[config.mk]
export PLATFORM = sky130hd
export DESIGN_NAME = rx_tuner_frame_sequencer_top
export DESIGN_NICKNAME = d
export VERILOG_FILES = /design/src/rtl/rtfs_pkg.sv /design/src/rtl/rtfs_front.sv /design/src/rtl/rtfs_cmd_fifo.sv /design/src/rtl/rtfs_back.sv /design/src/rtl/rx_tuner_frame_sequencer_top.sv
export VERILOG_INCLUDE_DIRS = /design/src /design/src/rtl
export SDC_FILE = /design/constraint.sdc
export NUM_CORES = 1
export LEC_CHECK = 0
export BUFFER_PORTS_ARGS = -buffer_cell sky130_fd_sc_hd__buf_2
export CAP_MARGIN = 30
export CORE_MARGIN = 10
export CORE_UTILIZATION = 60
export CTS_BUF_LIST = sky130_fd_sc_hd__clkbuf_4
export CTS_CLUSTER_DIAMETER = 200
export CTS_CLUSTER_SIZE = 28
export DETAILED_ROUTE_END_ITERATION = 8
export PLACE_DENSITY = 0.9
export REMOVE_ABC_BUFFERS = 1
export SLEW_MARGIN = 10
export SYNTH_ARGS = -nofsm -noshare
export SYNTH_HDL_FRONTEND = slang
export SYNTH_SLANG_ARGS = --single-unit
[constraint.sdc]
create_clock -name clk -period 4.5 [get_ports clk]
set_clock_uncertainty 0.1 [all_clocks]
set_input_delay 0.9 -clock clk [delete_from_list [all_inputs] [get_ports clk]]
set_output_delay 0.9 -clock clk [all_outputs]
set_load 0.02 [all_outputs]
[src/rtl/rx_tuner_frame_sequencer_top_macros.svh]
// assertion helpers for the frame sequencer
`ifndef RX_TUNER_FRAME_SEQUENCER_TOP_MACROS_SVH
`define RX_TUNER_FRAME_SEQUENCER_TOP_MACROS_SVH

// same-cycle implication, held off during reset
`define RTFS_ASSERT_IMP(lbl, ck, rn, ante, cons, msg) \
    lbl: assert property (@(posedge ck) disable iff (!rn) (ante) |-> (cons)) \
        else $error(msg);

// next-cycle implication, held off during reset
`define RTFS_ASSERT_NEXT(lbl, ck, rn, ante, cons, msg) \
    lbl: assert property (@(posedge ck) disable iff (!rn) (ante) |=> (cons)) \
        else $error(msg);

`endif

[src/rtl/rtfs_pkg.sv]
`timescale 1ns / 1ps

package rtfs_pkg;

    localparam int unsigned CMD_DEPTH  = 4;
    localparam int unsigned CFG_IDX_W  = 2;
    localparam int unsigned CFG_DATA_W = 20;

    localparam logic [3:0]  ADDR_FREQ  = 4'd1;
    localparam logic [3:0]  ADDR_POWER = 4'd10;
    localparam logic [3:0]  ADDR_RESET = 4'd15;
    localparam logic [19:0] PD_WORD    = 20'hFFFFF;

    typedef enum logic [1:0] {
        CFG_BUS_GAP         = 2'd0,
        CFG_TUNE_WAIT       = 2'd1,
        CFG_POWER_DOWN_CODE = 2'd2,
        CFG_SETUP_POWER     = 2'd3
    } cfg_index_t;

    typedef struct packed {
        logic        kind;
        logic [31:0] time_ms;
        logic [12:0] requested_freq_mhz;
        logic [11:0] adc_sample;
        logic [15:0] readback_word;
    } item_t;

    typedef struct packed {
        logic        frame_valid;
        logic [3:0]  frame_address;
        logic        frame_write;
        logic [19:0] frame_data;
        logic [7:0]  rssi_level;
        logic        verify_done;
        logic        verify_ok;
        logic        last;
    } result_t;

    typedef enum logic [2:0] {
        CMD_NONE       = 3'd0,
        CMD_POWER_DOWN = 3'd1,
        CMD_WAKE       = 3'd2,
        CMD_FREQ       = 3'd3,
        CMD_READ       = 3'd4,
        CMD_VERIFY     = 3'd5
    } cmd_op_t;

    typedef struct packed {
        cmd_op_t     op;
        logic [15:0] freq_word;
        logic [19:0] power_word;
        logic [7:0]  rssi;
        logic        ok;
    } cmd_t;

    typedef struct packed {
        logic full;
        logic empty;
    } q_status_t;

endpackage

[src/rtl/rtfs_front.sv]
`timescale 1ns / 1ps

module rtfs_front
(
    input  logic                             clk,
    input  logic                             rst_n,
    input  logic                             push,
    output logic                             full,
    input  rtfs_pkg::item_t                  item,
    input  logic                             write_enable,
    input  logic [rtfs_pkg::CFG_IDX_W-1:0]   write_index,
    input  logic [rtfs_pkg::CFG_DATA_W-1:0]  write_data,
    input  rtfs_pkg::q_status_t              q_stat,
    output logic                             cmd_push,
    output rtfs_pkg::cmd_t                   cmd
);

    logic [9:0]  bus_gap_reg;
    logic [9:0]  tune_wait_reg;
    logic [12:0] pd_code_reg;
    logic [19:0] setup_word_reg;

    logic [12:0] cur_freq_reg, cur_freq_next;
    logic [31:0] last_change_reg, last_change_next;
    logic        tuning_reg, tuning_next;
    logic        powered_down_reg, powered_down_next;
    logic        pending_reg, pending_next;

    logic [31:0] elapsed;
    logic        gap_ok;
    logic        wait_ok;
    logic        accept;

    function automatic logic [15:0] freq_word_f(input logic [12:0] f);
        logic [12:0] fc;
        logic [12:0] diff;
        logic [11:0] t;
        fc   = (f < 13'd479) ? 13'd479 : f;
        diff = fc - 13'd479;
        t    = diff[12:1];
        return {2'b00, t[11:5], 2'b00, t[4:0]};
    endfunction

    assign full     = q_stat.full;
    assign accept   = push && !q_stat.full;
    assign cmd_push = accept && (!item.kind || pending_reg);

    always_comb
    begin
        elapsed           = item.time_ms - last_change_reg;
        gap_ok            = elapsed > {22'd0, bus_gap_reg};
        wait_ok           = elapsed > {22'd0, tune_wait_reg};
        cur_freq_next     = cur_freq_reg;
        last_change_next  = last_change_reg;
        tuning_next       = tuning_reg;
        powered_down_next = powered_down_reg;
        pending_next      = pending_reg;
        cmd.op            = rtfs_pkg::CMD_NONE;
        cmd.freq_word     = freq_word_f(item.requested_freq_mhz);
        cmd.power_word    = setup_word_reg;
        cmd.ok            = 1'b0;
        cmd.rssi          = 8'd0;
        if (item.kind)
        begin
            cmd.op       = rtfs_pkg::CMD_VERIFY;
            cmd.ok       = (item.readback_word == freq_word_f(cur_freq_reg));
            pending_next = 1'b0;
            if (cmd.ok)
            begin
                tuning_next = 1'b0;
            end
            else
            begin
                last_change_next = item.time_ms;
            end
        end
        else
        begin
            if ((item.requested_freq_mhz != cur_freq_reg) && gap_ok)
            begin
                last_change_next = item.time_ms;
                cur_freq_next    = item.requested_freq_mhz;
                pending_next     = 1'b0;
                if (item.requested_freq_mhz == pd_code_reg)
                begin
                    cmd.op            = rtfs_pkg::CMD_POWER_DOWN;
                    powered_down_next = 1'b1;
                    tuning_next       = 1'b0;
                end
                else
                begin
                    cmd.op            = powered_down_reg ? rtfs_pkg::CMD_WAKE
                                                         : rtfs_pkg::CMD_FREQ;
                    powered_down_next = 1'b0;
                    tuning_next       = 1'b1;
                end
            end
            else if (tuning_reg && wait_ok)
            begin
                last_change_next = item.time_ms;
                pending_next     = 1'b1;
                cmd.op           = rtfs_pkg::CMD_READ;
            end
            // rssi follows the tuning state after this tick
            if (!tuning_next)
            begin
                cmd.rssi = item.adc_sample[11] ? 8'hFF : item.adc_sample[10:3];
            end
        end
    end

    always_ff @(posedge clk or negedge rst_n)
    begin
        if (!rst_n)
        begin
            bus_gap_reg    <= 10'd30;
            tune_wait_reg  <= 10'd35;
            pd_code_reg    <= 13'd0;
            setup_word_reg <= 20'd855539;
        end
        else if (write_enable)
        begin
            unique case (rtfs_pkg::cfg_index_t'(write_index))
                rtfs_pkg::CFG_BUS_GAP:         bus_gap_reg    <= write_data[9:0];
                rtfs_pkg::CFG_TUNE_WAIT:       tune_wait_reg  <= write_data[9:0];
                rtfs_pkg::CFG_POWER_DOWN_CODE: pd_code_reg    <= write_data[12:0];
                rtfs_pkg::CFG_SETUP_POWER:     setup_word_reg <= write_data;
                default:                       bus_gap_reg    <= bus_gap_reg;
            endcase
        end
    end

    always_ff @(posedge clk or negedge rst_n)
    begin
        if (!rst_n)
        begin
            cur_freq_reg     <= 13'd0;
            last_change_reg  <= 32'd0;
            tuning_reg       <= 1'b0;
            powered_down_reg <= 1'b1;
            pending_reg      <= 1'b0;
        end
        else if (cmd_push)
        begin
            cur_freq_reg     <= cur_freq_next;
            last_change_reg  <= last_change_next;
            tuning_reg       <= tuning_next;
            powered_down_reg <= powered_down_next;
            pending_reg      <= pending_next;
        end
    end

endmodule

[src/rtl/rtfs_cmd_fifo.sv]
`timescale 1ns / 1ps

module rtfs_cmd_fifo
#(
    parameter int unsigned DEPTH = rtfs_pkg::CMD_DEPTH
)
(
    input  logic                clk,
    input  logic                rst_n,
    input  logic                wr_en,
    input  rtfs_pkg::cmd_t      wr_data,
    input  logic                rd_en,
    output rtfs_pkg::cmd_t      rd_data,
    output rtfs_pkg::q_status_t status
);

    localparam int unsigned PTR_W = (DEPTH > 1) ? $clog2(DEPTH) : 1;
    localparam int unsigned CNT_W = $clog2(DEPTH + 1);

    rtfs_pkg::cmd_t   mem [DEPTH];
    logic [PTR_W-1:0] wr_ptr_reg, wr_ptr_next;
    logic [PTR_W-1:0] rd_ptr_reg, rd_ptr_next;
    logic [CNT_W-1:0] count_reg, count_next;
    logic             do_wr;
    logic             do_rd;

    assign status.full  = (count_reg == CNT_W'(DEPTH));
    assign status.empty = (count_reg == '0);
    assign do_wr        = wr_en && !status.full;
    assign do_rd        = rd_en && !status.empty;
    assign rd_data      = mem[rd_ptr_reg];

    always_comb
    begin
        wr_ptr_next = wr_ptr_reg;
        rd_ptr_next = rd_ptr_reg;
        count_next  = count_reg;
        if (do_wr)
        begin
            wr_ptr_next = (wr_ptr_reg == PTR_W'(DEPTH - 1)) ? '0 : wr_ptr_reg + 1'b1;
        end
        if (do_rd)
        begin
            rd_ptr_next = (rd_ptr_reg == PTR_W'(DEPTH - 1)) ? '0 : rd_ptr_reg + 1'b1;
        end
        if (do_wr && !do_rd)
        begin
            count_next = count_reg + 1'b1;
        end
        else if (do_rd && !do_wr)
        begin
            count_next = count_reg - 1'b1;
        end
    end

    always_ff @(posedge clk)
    begin
        if (do_wr)
        begin
            mem[wr_ptr_reg] <= wr_data;
        end
    end

    always_ff @(posedge clk or negedge rst_n)
    begin
        if (!rst_n)
        begin
            wr_ptr_reg <= '0;
            rd_ptr_reg <= '0;
            count_reg  <= '0;
        end
        else
        begin
            wr_ptr_reg <= wr_ptr_next;
            rd_ptr_reg <= rd_ptr_next;
            count_reg  <= count_next;
        end
    end

endmodule

[src/rtl/rtfs_back.sv]
`timescale 1ns / 1ps

module rtfs_back
(
    input  logic                clk,
    input  logic                rst_n,
    input  rtfs_pkg::cmd_t      cmd,
    input  rtfs_pkg::q_status_t q_stat,
    output logic                cmd_pop,
    output logic                empty,
    input  logic                pop,
    output rtfs_pkg::result_t   result
);

    rtfs_pkg::result_t out_reg;
    rtfs_pkg::result_t res;
    logic              out_valid_reg, out_valid_next;
    logic [1:0]        step_reg, step_next;
    logic              emit;

    assign empty   = !out_valid_reg;
    assign result  = out_reg;
    assign emit    = !q_stat.empty && (!out_valid_reg || pop);
    assign cmd_pop = emit && res.last;

    // one result per step of the current command
    always_comb
    begin
        res            = '0;
        res.rssi_level = cmd.rssi;
        case (cmd.op)
            rtfs_pkg::CMD_NONE:
            begin
                res.last = 1'b1;
            end
            rtfs_pkg::CMD_POWER_DOWN:
            begin
                res.frame_valid   = 1'b1;
                res.frame_address = rtfs_pkg::ADDR_POWER;
                res.frame_write   = 1'b1;
                res.frame_data    = rtfs_pkg::PD_WORD;
                res.last          = 1'b1;
            end
            rtfs_pkg::CMD_WAKE:
            begin
                res.frame_valid = 1'b1;
                res.frame_write = 1'b1;
                if (step_reg == 2'd0)
                begin
                    res.frame_address = rtfs_pkg::ADDR_RESET;
                end
                else if (step_reg == 2'd1)
                begin
                    res.frame_address = rtfs_pkg::ADDR_POWER;
                    res.frame_data    = cmd.power_word;
                end
                else
                begin
                    res.frame_address = rtfs_pkg::ADDR_FREQ;
                    res.frame_data    = {4'd0, cmd.freq_word};
                    res.last          = 1'b1;
                end
            end
            rtfs_pkg::CMD_FREQ:
            begin
                res.frame_valid   = 1'b1;
                res.frame_address = rtfs_pkg::ADDR_FREQ;
                res.frame_write   = 1'b1;
                res.frame_data    = {4'd0, cmd.freq_word};
                res.last          = 1'b1;
            end
            rtfs_pkg::CMD_READ:
            begin
                res.frame_valid   = 1'b1;
                res.frame_address = rtfs_pkg::ADDR_FREQ;
                res.last          = 1'b1;
            end
            rtfs_pkg::CMD_VERIFY:
            begin
                res.rssi_level  = 8'd0;
                res.verify_done = 1'b1;
                res.verify_ok   = cmd.ok;
                res.last        = 1'b1;
            end
            default:
            begin
                res.last = 1'b1;
            end
        endcase
    end

    always_comb
    begin
        step_next      = step_reg;
        out_valid_next = out_valid_reg;
        if (emit)
        begin
            out_valid_next = 1'b1;
            step_next      = res.last ? 2'd0 : step_reg + 2'd1;
        end
        else if (pop)
        begin
            out_valid_next = 1'b0;
        end
    end

    always_ff @(posedge clk)
    begin
        if (emit)
        begin
            out_reg <= res;
        end
    end

    always_ff @(posedge clk or negedge rst_n)
    begin
        if (!rst_n)
        begin
            out_valid_reg <= 1'b0;
            step_reg      <= 2'd0;
        end
        else
        begin
            out_valid_reg <= out_valid_next;
            step_reg      <= step_next;
        end
    end

endmodule

[src/rtl/rx_tuner_frame_sequencer_top.sv]
// receiver synthesizer frame sequencer
// input queue side: item is taken at a clock edge with push high and full low;
//   kind 0 is a millisecond tick, kind 1 carries readback data
// result queue side: the oldest result sits on result while empty is low and
//   is taken at a clock edge with pop high
// config: write_enable, write_index, write_data; a register is written on any
//   edge with write_enable high, no wait
// the front classifies each item and updates the tuning state in the cycle it
//   is taken, then queues one command; a readback with no read pending is
//   dropped and gives no result
// the back expands a command into one to three results, one per cycle into an
//   output register while it is empty or being popped
// an item's command is registered in the command queue, and its first result then in the output register
// throughput: one item per cycle while the command queue has room; results leave
//   at one per cycle while the receiver pops, so a wake-up item holds the back for three results
// receiver stall: results wait in the output register, the command queue
//   fills, then full rises; no result is lost
// reset: queues empty, registers at their defaults, receiver marked powered down
`timescale 1ns / 1ps
`include "rx_tuner_frame_sequencer_top_macros.svh"

module rx_tuner_frame_sequencer_top
#(
    parameter int unsigned CMD_DEPTH = rtfs_pkg::CMD_DEPTH
)
(
    input  logic                             clk,
    input  logic                             rst_n,
    input  logic                             push,
    output logic                             full,
    input  rtfs_pkg::item_t                  item,
    output logic                             empty,
    input  logic                             pop,
    output rtfs_pkg::result_t                result,
    input  logic                             write_enable,
    input  logic [rtfs_pkg::CFG_IDX_W-1:0]   write_index,
    input  logic [rtfs_pkg::CFG_DATA_W-1:0]  write_data
);

    rtfs_pkg::q_status_t q_stat;
    rtfs_pkg::cmd_t      cmd_in;
    rtfs_pkg::cmd_t      cmd_head;
    logic                cmd_push;
    logic                cmd_pop;

    rtfs_front u_front
    (
        .clk          (clk),
        .rst_n        (rst_n),
        .push         (push),
        .full         (full),
        .item         (item),
        .write_enable (write_enable),
        .write_index  (write_index),
        .write_data   (write_data),
        .q_stat       (q_stat),
        .cmd_push     (cmd_push),
        .cmd          (cmd_in)
    );

    rtfs_cmd_fifo #(.DEPTH(CMD_DEPTH)) u_cmd_fifo
    (
        .clk     (clk),
        .rst_n   (rst_n),
        .wr_en   (cmd_push),
        .wr_data (cmd_in),
        .rd_en   (cmd_pop),
        .rd_data (cmd_head),
        .status  (q_stat)
    );

    rtfs_back u_back
    (
        .clk     (clk),
        .rst_n   (rst_n),
        .cmd     (cmd_head),
        .q_stat  (q_stat),
        .cmd_pop (cmd_pop),
        .empty   (empty),
        .pop     (pop),
        .result  (result)
    );

    `RTFS_ASSERT_IMP(a_verify_shape, clk, rst_n, !empty && result.verify_done, !result.frame_valid && result.last && (result.rssi_level == 8'd0), "verify result malformed")

    `RTFS_ASSERT_IMP(a_read_frame, clk, rst_n, !empty && result.frame_valid && !result.frame_write, (result.frame_address == rtfs_pkg::ADDR_FREQ) && result.last && (result.frame_data == 20'd0), "read frame malformed")

    `RTFS_ASSERT_IMP(a_reset_not_last, clk, rst_n, !empty && result.frame_valid && (result.frame_address == rtfs_pkg::ADDR_RESET), !result.last, "reset frame ended a sequence")

    `RTFS_ASSERT_NEXT(a_reset_then_power, clk, rst_n, !empty && pop && result.frame_valid && (result.frame_address == rtfs_pkg::ADDR_RESET), !empty && (result.frame_address == rtfs_pkg::ADDR_POWER), "power frame did not follow reset frame")

endmodule
==> results.md <==
* Placed Area at 0.0182 mm^2
* Period utilization at 95.7%
* CP Data Arrival Time at 4820 ps
* Post-synthesis sequential area ratio at 55.5%
* Sw Share at 37.7%
* Slew Limit Fails at 0
* DR vias/cell at 6.04
* Netlist cell types at 87
* Yosys top cell by area: edfxtp_1
* Max VDD drop at 0.000299 V
* Layout cells sized above 1 at 32.0%
* Number of DRC markers in iteration 0 at 1168
* Largest net degree at the start of global routing at 59
* Placed insts at 1799
* Design area at 0.0185 mm^2
* Initial Util at 61.1%
* Vias in the first global route at 11124
* Number of synthesized flops with an enable pin at 212
* Register area at 0.00917 mm^2
* Worst-path fanout max at 17
* Pint at 6.94 mW
* Nets at 1641
* GRT Residual Overflow at 0
* Synthesized area at 0.0165 mm^2
* Comb pwr share at 50.5%
* Ports at 140
* Post-Route WL at 37.4 mm
* Clock transition at the registers of the reported paths at 310 ps
* First-pass iteration count of the detailed router at 5
* Final worst slack at 193 ps
* Least-Margin Pin Slew at 972 ps
* Fin crit period at 4310 ps
* Clk buf depth at 3
* Required @ worst endpoint at 5010 ps
* Most common cell in the synthesized netlist: edfxtp_1
* Clock insertion delay at the later pin of the skew report at 720 ps
* Asr flop ratio synth at 34.4%
* Sequential share of power at 39.7%
* CP Launch Type: register
* Root Buffer Master: clkbuf_4
* Post-Synthesis Cells at 1268
* Setup_tns at 0 ps
* Leakage power at 7.45 nW
* Dominant cells by area after synthesis: edfxtp_1 (39%), dfrtp_1 (14%), mux4_2 (5.9%), ha_1 (4.6%), mux2_2 (4.2%)
* Routed via count at 11045
* Post-DP HPWL at 27.5 mm
* Syn Area/Cell at 13.0 um^2
* Highest clock rate at 232 MHz
* Top cell type's share of synthesized area at 38.5%
* Most common flop cell mapped by yosys: edfxtp_1
* # fillers at 1854
* R2R depth at 15
* Total GRT Usage at 21.4%
* Switch Pwr at 4.20 mW
* Slew margin rel. at 34.5%
* Final Setup Violations at 0
* Crit. End Element: register
* Die X at 186 um
* CTS buffer count at 15
* Worst Hold Class: in2async
* CTS tree: built
* Drt wl/cell at 20.5 um
* Footprint of the multi-input gates at 0.00684 mm^2
* Yosys warns at 0
* Post-synth top cells: edfxtp_1 (212), dfrtp_1 (91), nand2_1 (78), nor2_1 (78), inv_1 (72)
* Synthesis-to-finish area growth at 12.0%
* Initial antenna violation count at 3
* WS Path Type: reg2reg
* Final Wtd Congestion at 0.909
* Pre-CTS WS at -597 ps
* Max-cap violation count at 0
* P per Cell Area at 602 mW/mm^2
* Die height at 186 um
* First-pass GRT wire length at 59.0 mm
* Die ar. at 0.0346 mm^2
* Final Hold Viols at 0
* DRC at 0
* Largest register FFs at 176
* DRT antenna net count at 0
* # rows at 60
* Post-route insts no fill at 1828
* Clock sinks at 323
* H-tree depth at 1
* Flops & latches, synth at 323
* Clock share of power at 9.7%
* Status: completed
* Buffers on Ports at 136
* Hold_ws at 69.4 ps
* Core area at 0.0270 mm^2
## what timing repair did
action | 4_1_cts | 5_1_grt
hold buffers | 0 | 0
buffers inserted | 0 | 2
gates resized for setup | 0 | 14
hold endpoints to repair | 0 | 0
endpoints found under the setup margin | 0 | 39
## cell families (layout without fill, tap and decap cells)
logic type / count (synthesis) / after routing / share of synthesized area, %
AO/OA/AOI/OAI: 228 / 228 / 9.25
XOR/XNOR: 68 / 68 / 3.61
adder cells (fa/ha/maj): 63 / 63 / 4.86
buffers and inverters: 132 / 350 / 3.61
flip-flops: 323 / 323 / 55.5
multiplexers: 154 / 154 / 14.0
other: 0 / 1 / 0
AND/OR/NAND/NOR: 300 / 300 / 9.20
## critical path: stages, from the launching register on
cell     delay [ps]
dfrtp_2         530
or4_4           580
a21oi_2         250
or2_2           160
ha_1            280
a21oi_1         120
nor2b_1         170
nor4_1           60
a21oi_1         180
xor2_1          100
or4_4           500
nor4_4          420
or2b_2          200
a21oi_4          50
buf_12          170
mux2_4          300
## power groups by stage
stage               registers [mW]  logic, mW  clock network (mW)
detailed placement            4.50       5.58                   0
CTS                           4.43       5.61                1.10
floorplan                     4.76       3.37                   0
finish                        4.43       5.63                1.09
global route                  4.51       6.19                1.20
global placement              4.43       5.41                   0
## worst paths after layout
check / from / endpoint / slack (ps)
hold reg to reg: u_cmd_fifo.count_reg[2] / u_cmd_fifo.count_reg[2] / 410
setup / recovery: u_front.cur_freq_reg[11] / u_front.last_change_reg[3] / 190
setup reg to reg: u_front.cur_freq_reg[11] / u_front.last_change_reg[3] / 190
hold / removal: rst_n / u_front.last_change_reg[31] / 70
max in group asynchronous: rst_n / u_front.setup_word_reg[19] / 3250
min in group clk: pop / u_back.out_valid_reg / 270
## layer usage
layer / vias up / wire, um / share of wire [%] / global-route usage, %
met5: - / 26 / 0.070 / 0
met1: 5448 / 15200 / 41 / 27.8
met2: 409 / 19200 / 51 / 37.9
met3: 55 / 2350 / 6.3 / 2.63
li1: 5129 / - / - / -
met4: 4 / 594 / 1.6 / 4.19
## final cells by class
cell class                 count  area share (%)
sequential                   323            49.6
multi-input combinational    813            37.0
timing repair buffer         251            8.56
tap                          341            2.31
inverter                      73            1.48
clock buffer                  24           0.974
clock inverter                 2           0.108
antenna                        1          0.0135
## stage by stage
stage / util [%] / total power, mW
global route: 68.5 / 11.9
finish: 68.5 / 11.1
floorplan: - / 8.13
detailed placement: 67.4 / 10.1
global placement: 67.4 / 9.84
CTS: 68.1 / 11.1
## cell usage in the layout, fill, tap and decap left out, types with 12 or more instances in the layout
| master | instances |
|---|---|
| a21o_1 | 12 |
| nand4_1 | 16 |
| clkbuf_4 | 24 |
| ha_1 | 61 |
| o21a_1 | 19 |
| dfrtp_1 | 88 |
| inv_1 | 72 |
| edfxtp_1 | 212 |
| nor2_1 | 78 |
| xnor2_1 | 37 |
| nor3_1 | 16 |
| nor4_1 | 15 |
| o21ai_0 | 49 |
| dfstp_2 | 20 |
| a21oi_1 | 57 |
| nor2b_1 | 14 |
| buf_4 | 113 |
| mux2_2 | 61 |
| nand3_1 | 12 |
| xor2_1 | 31 |
| buf_2 | 135 |
| nand2_1 | 78 |
| o22ai_1 | 14 |
| mux2_4 | 30 |
| mux4_2 | 43 |
| nand2b_1 | 14 |
| mux2i_1 | 17 |
(Power assumes the default switching activity.)
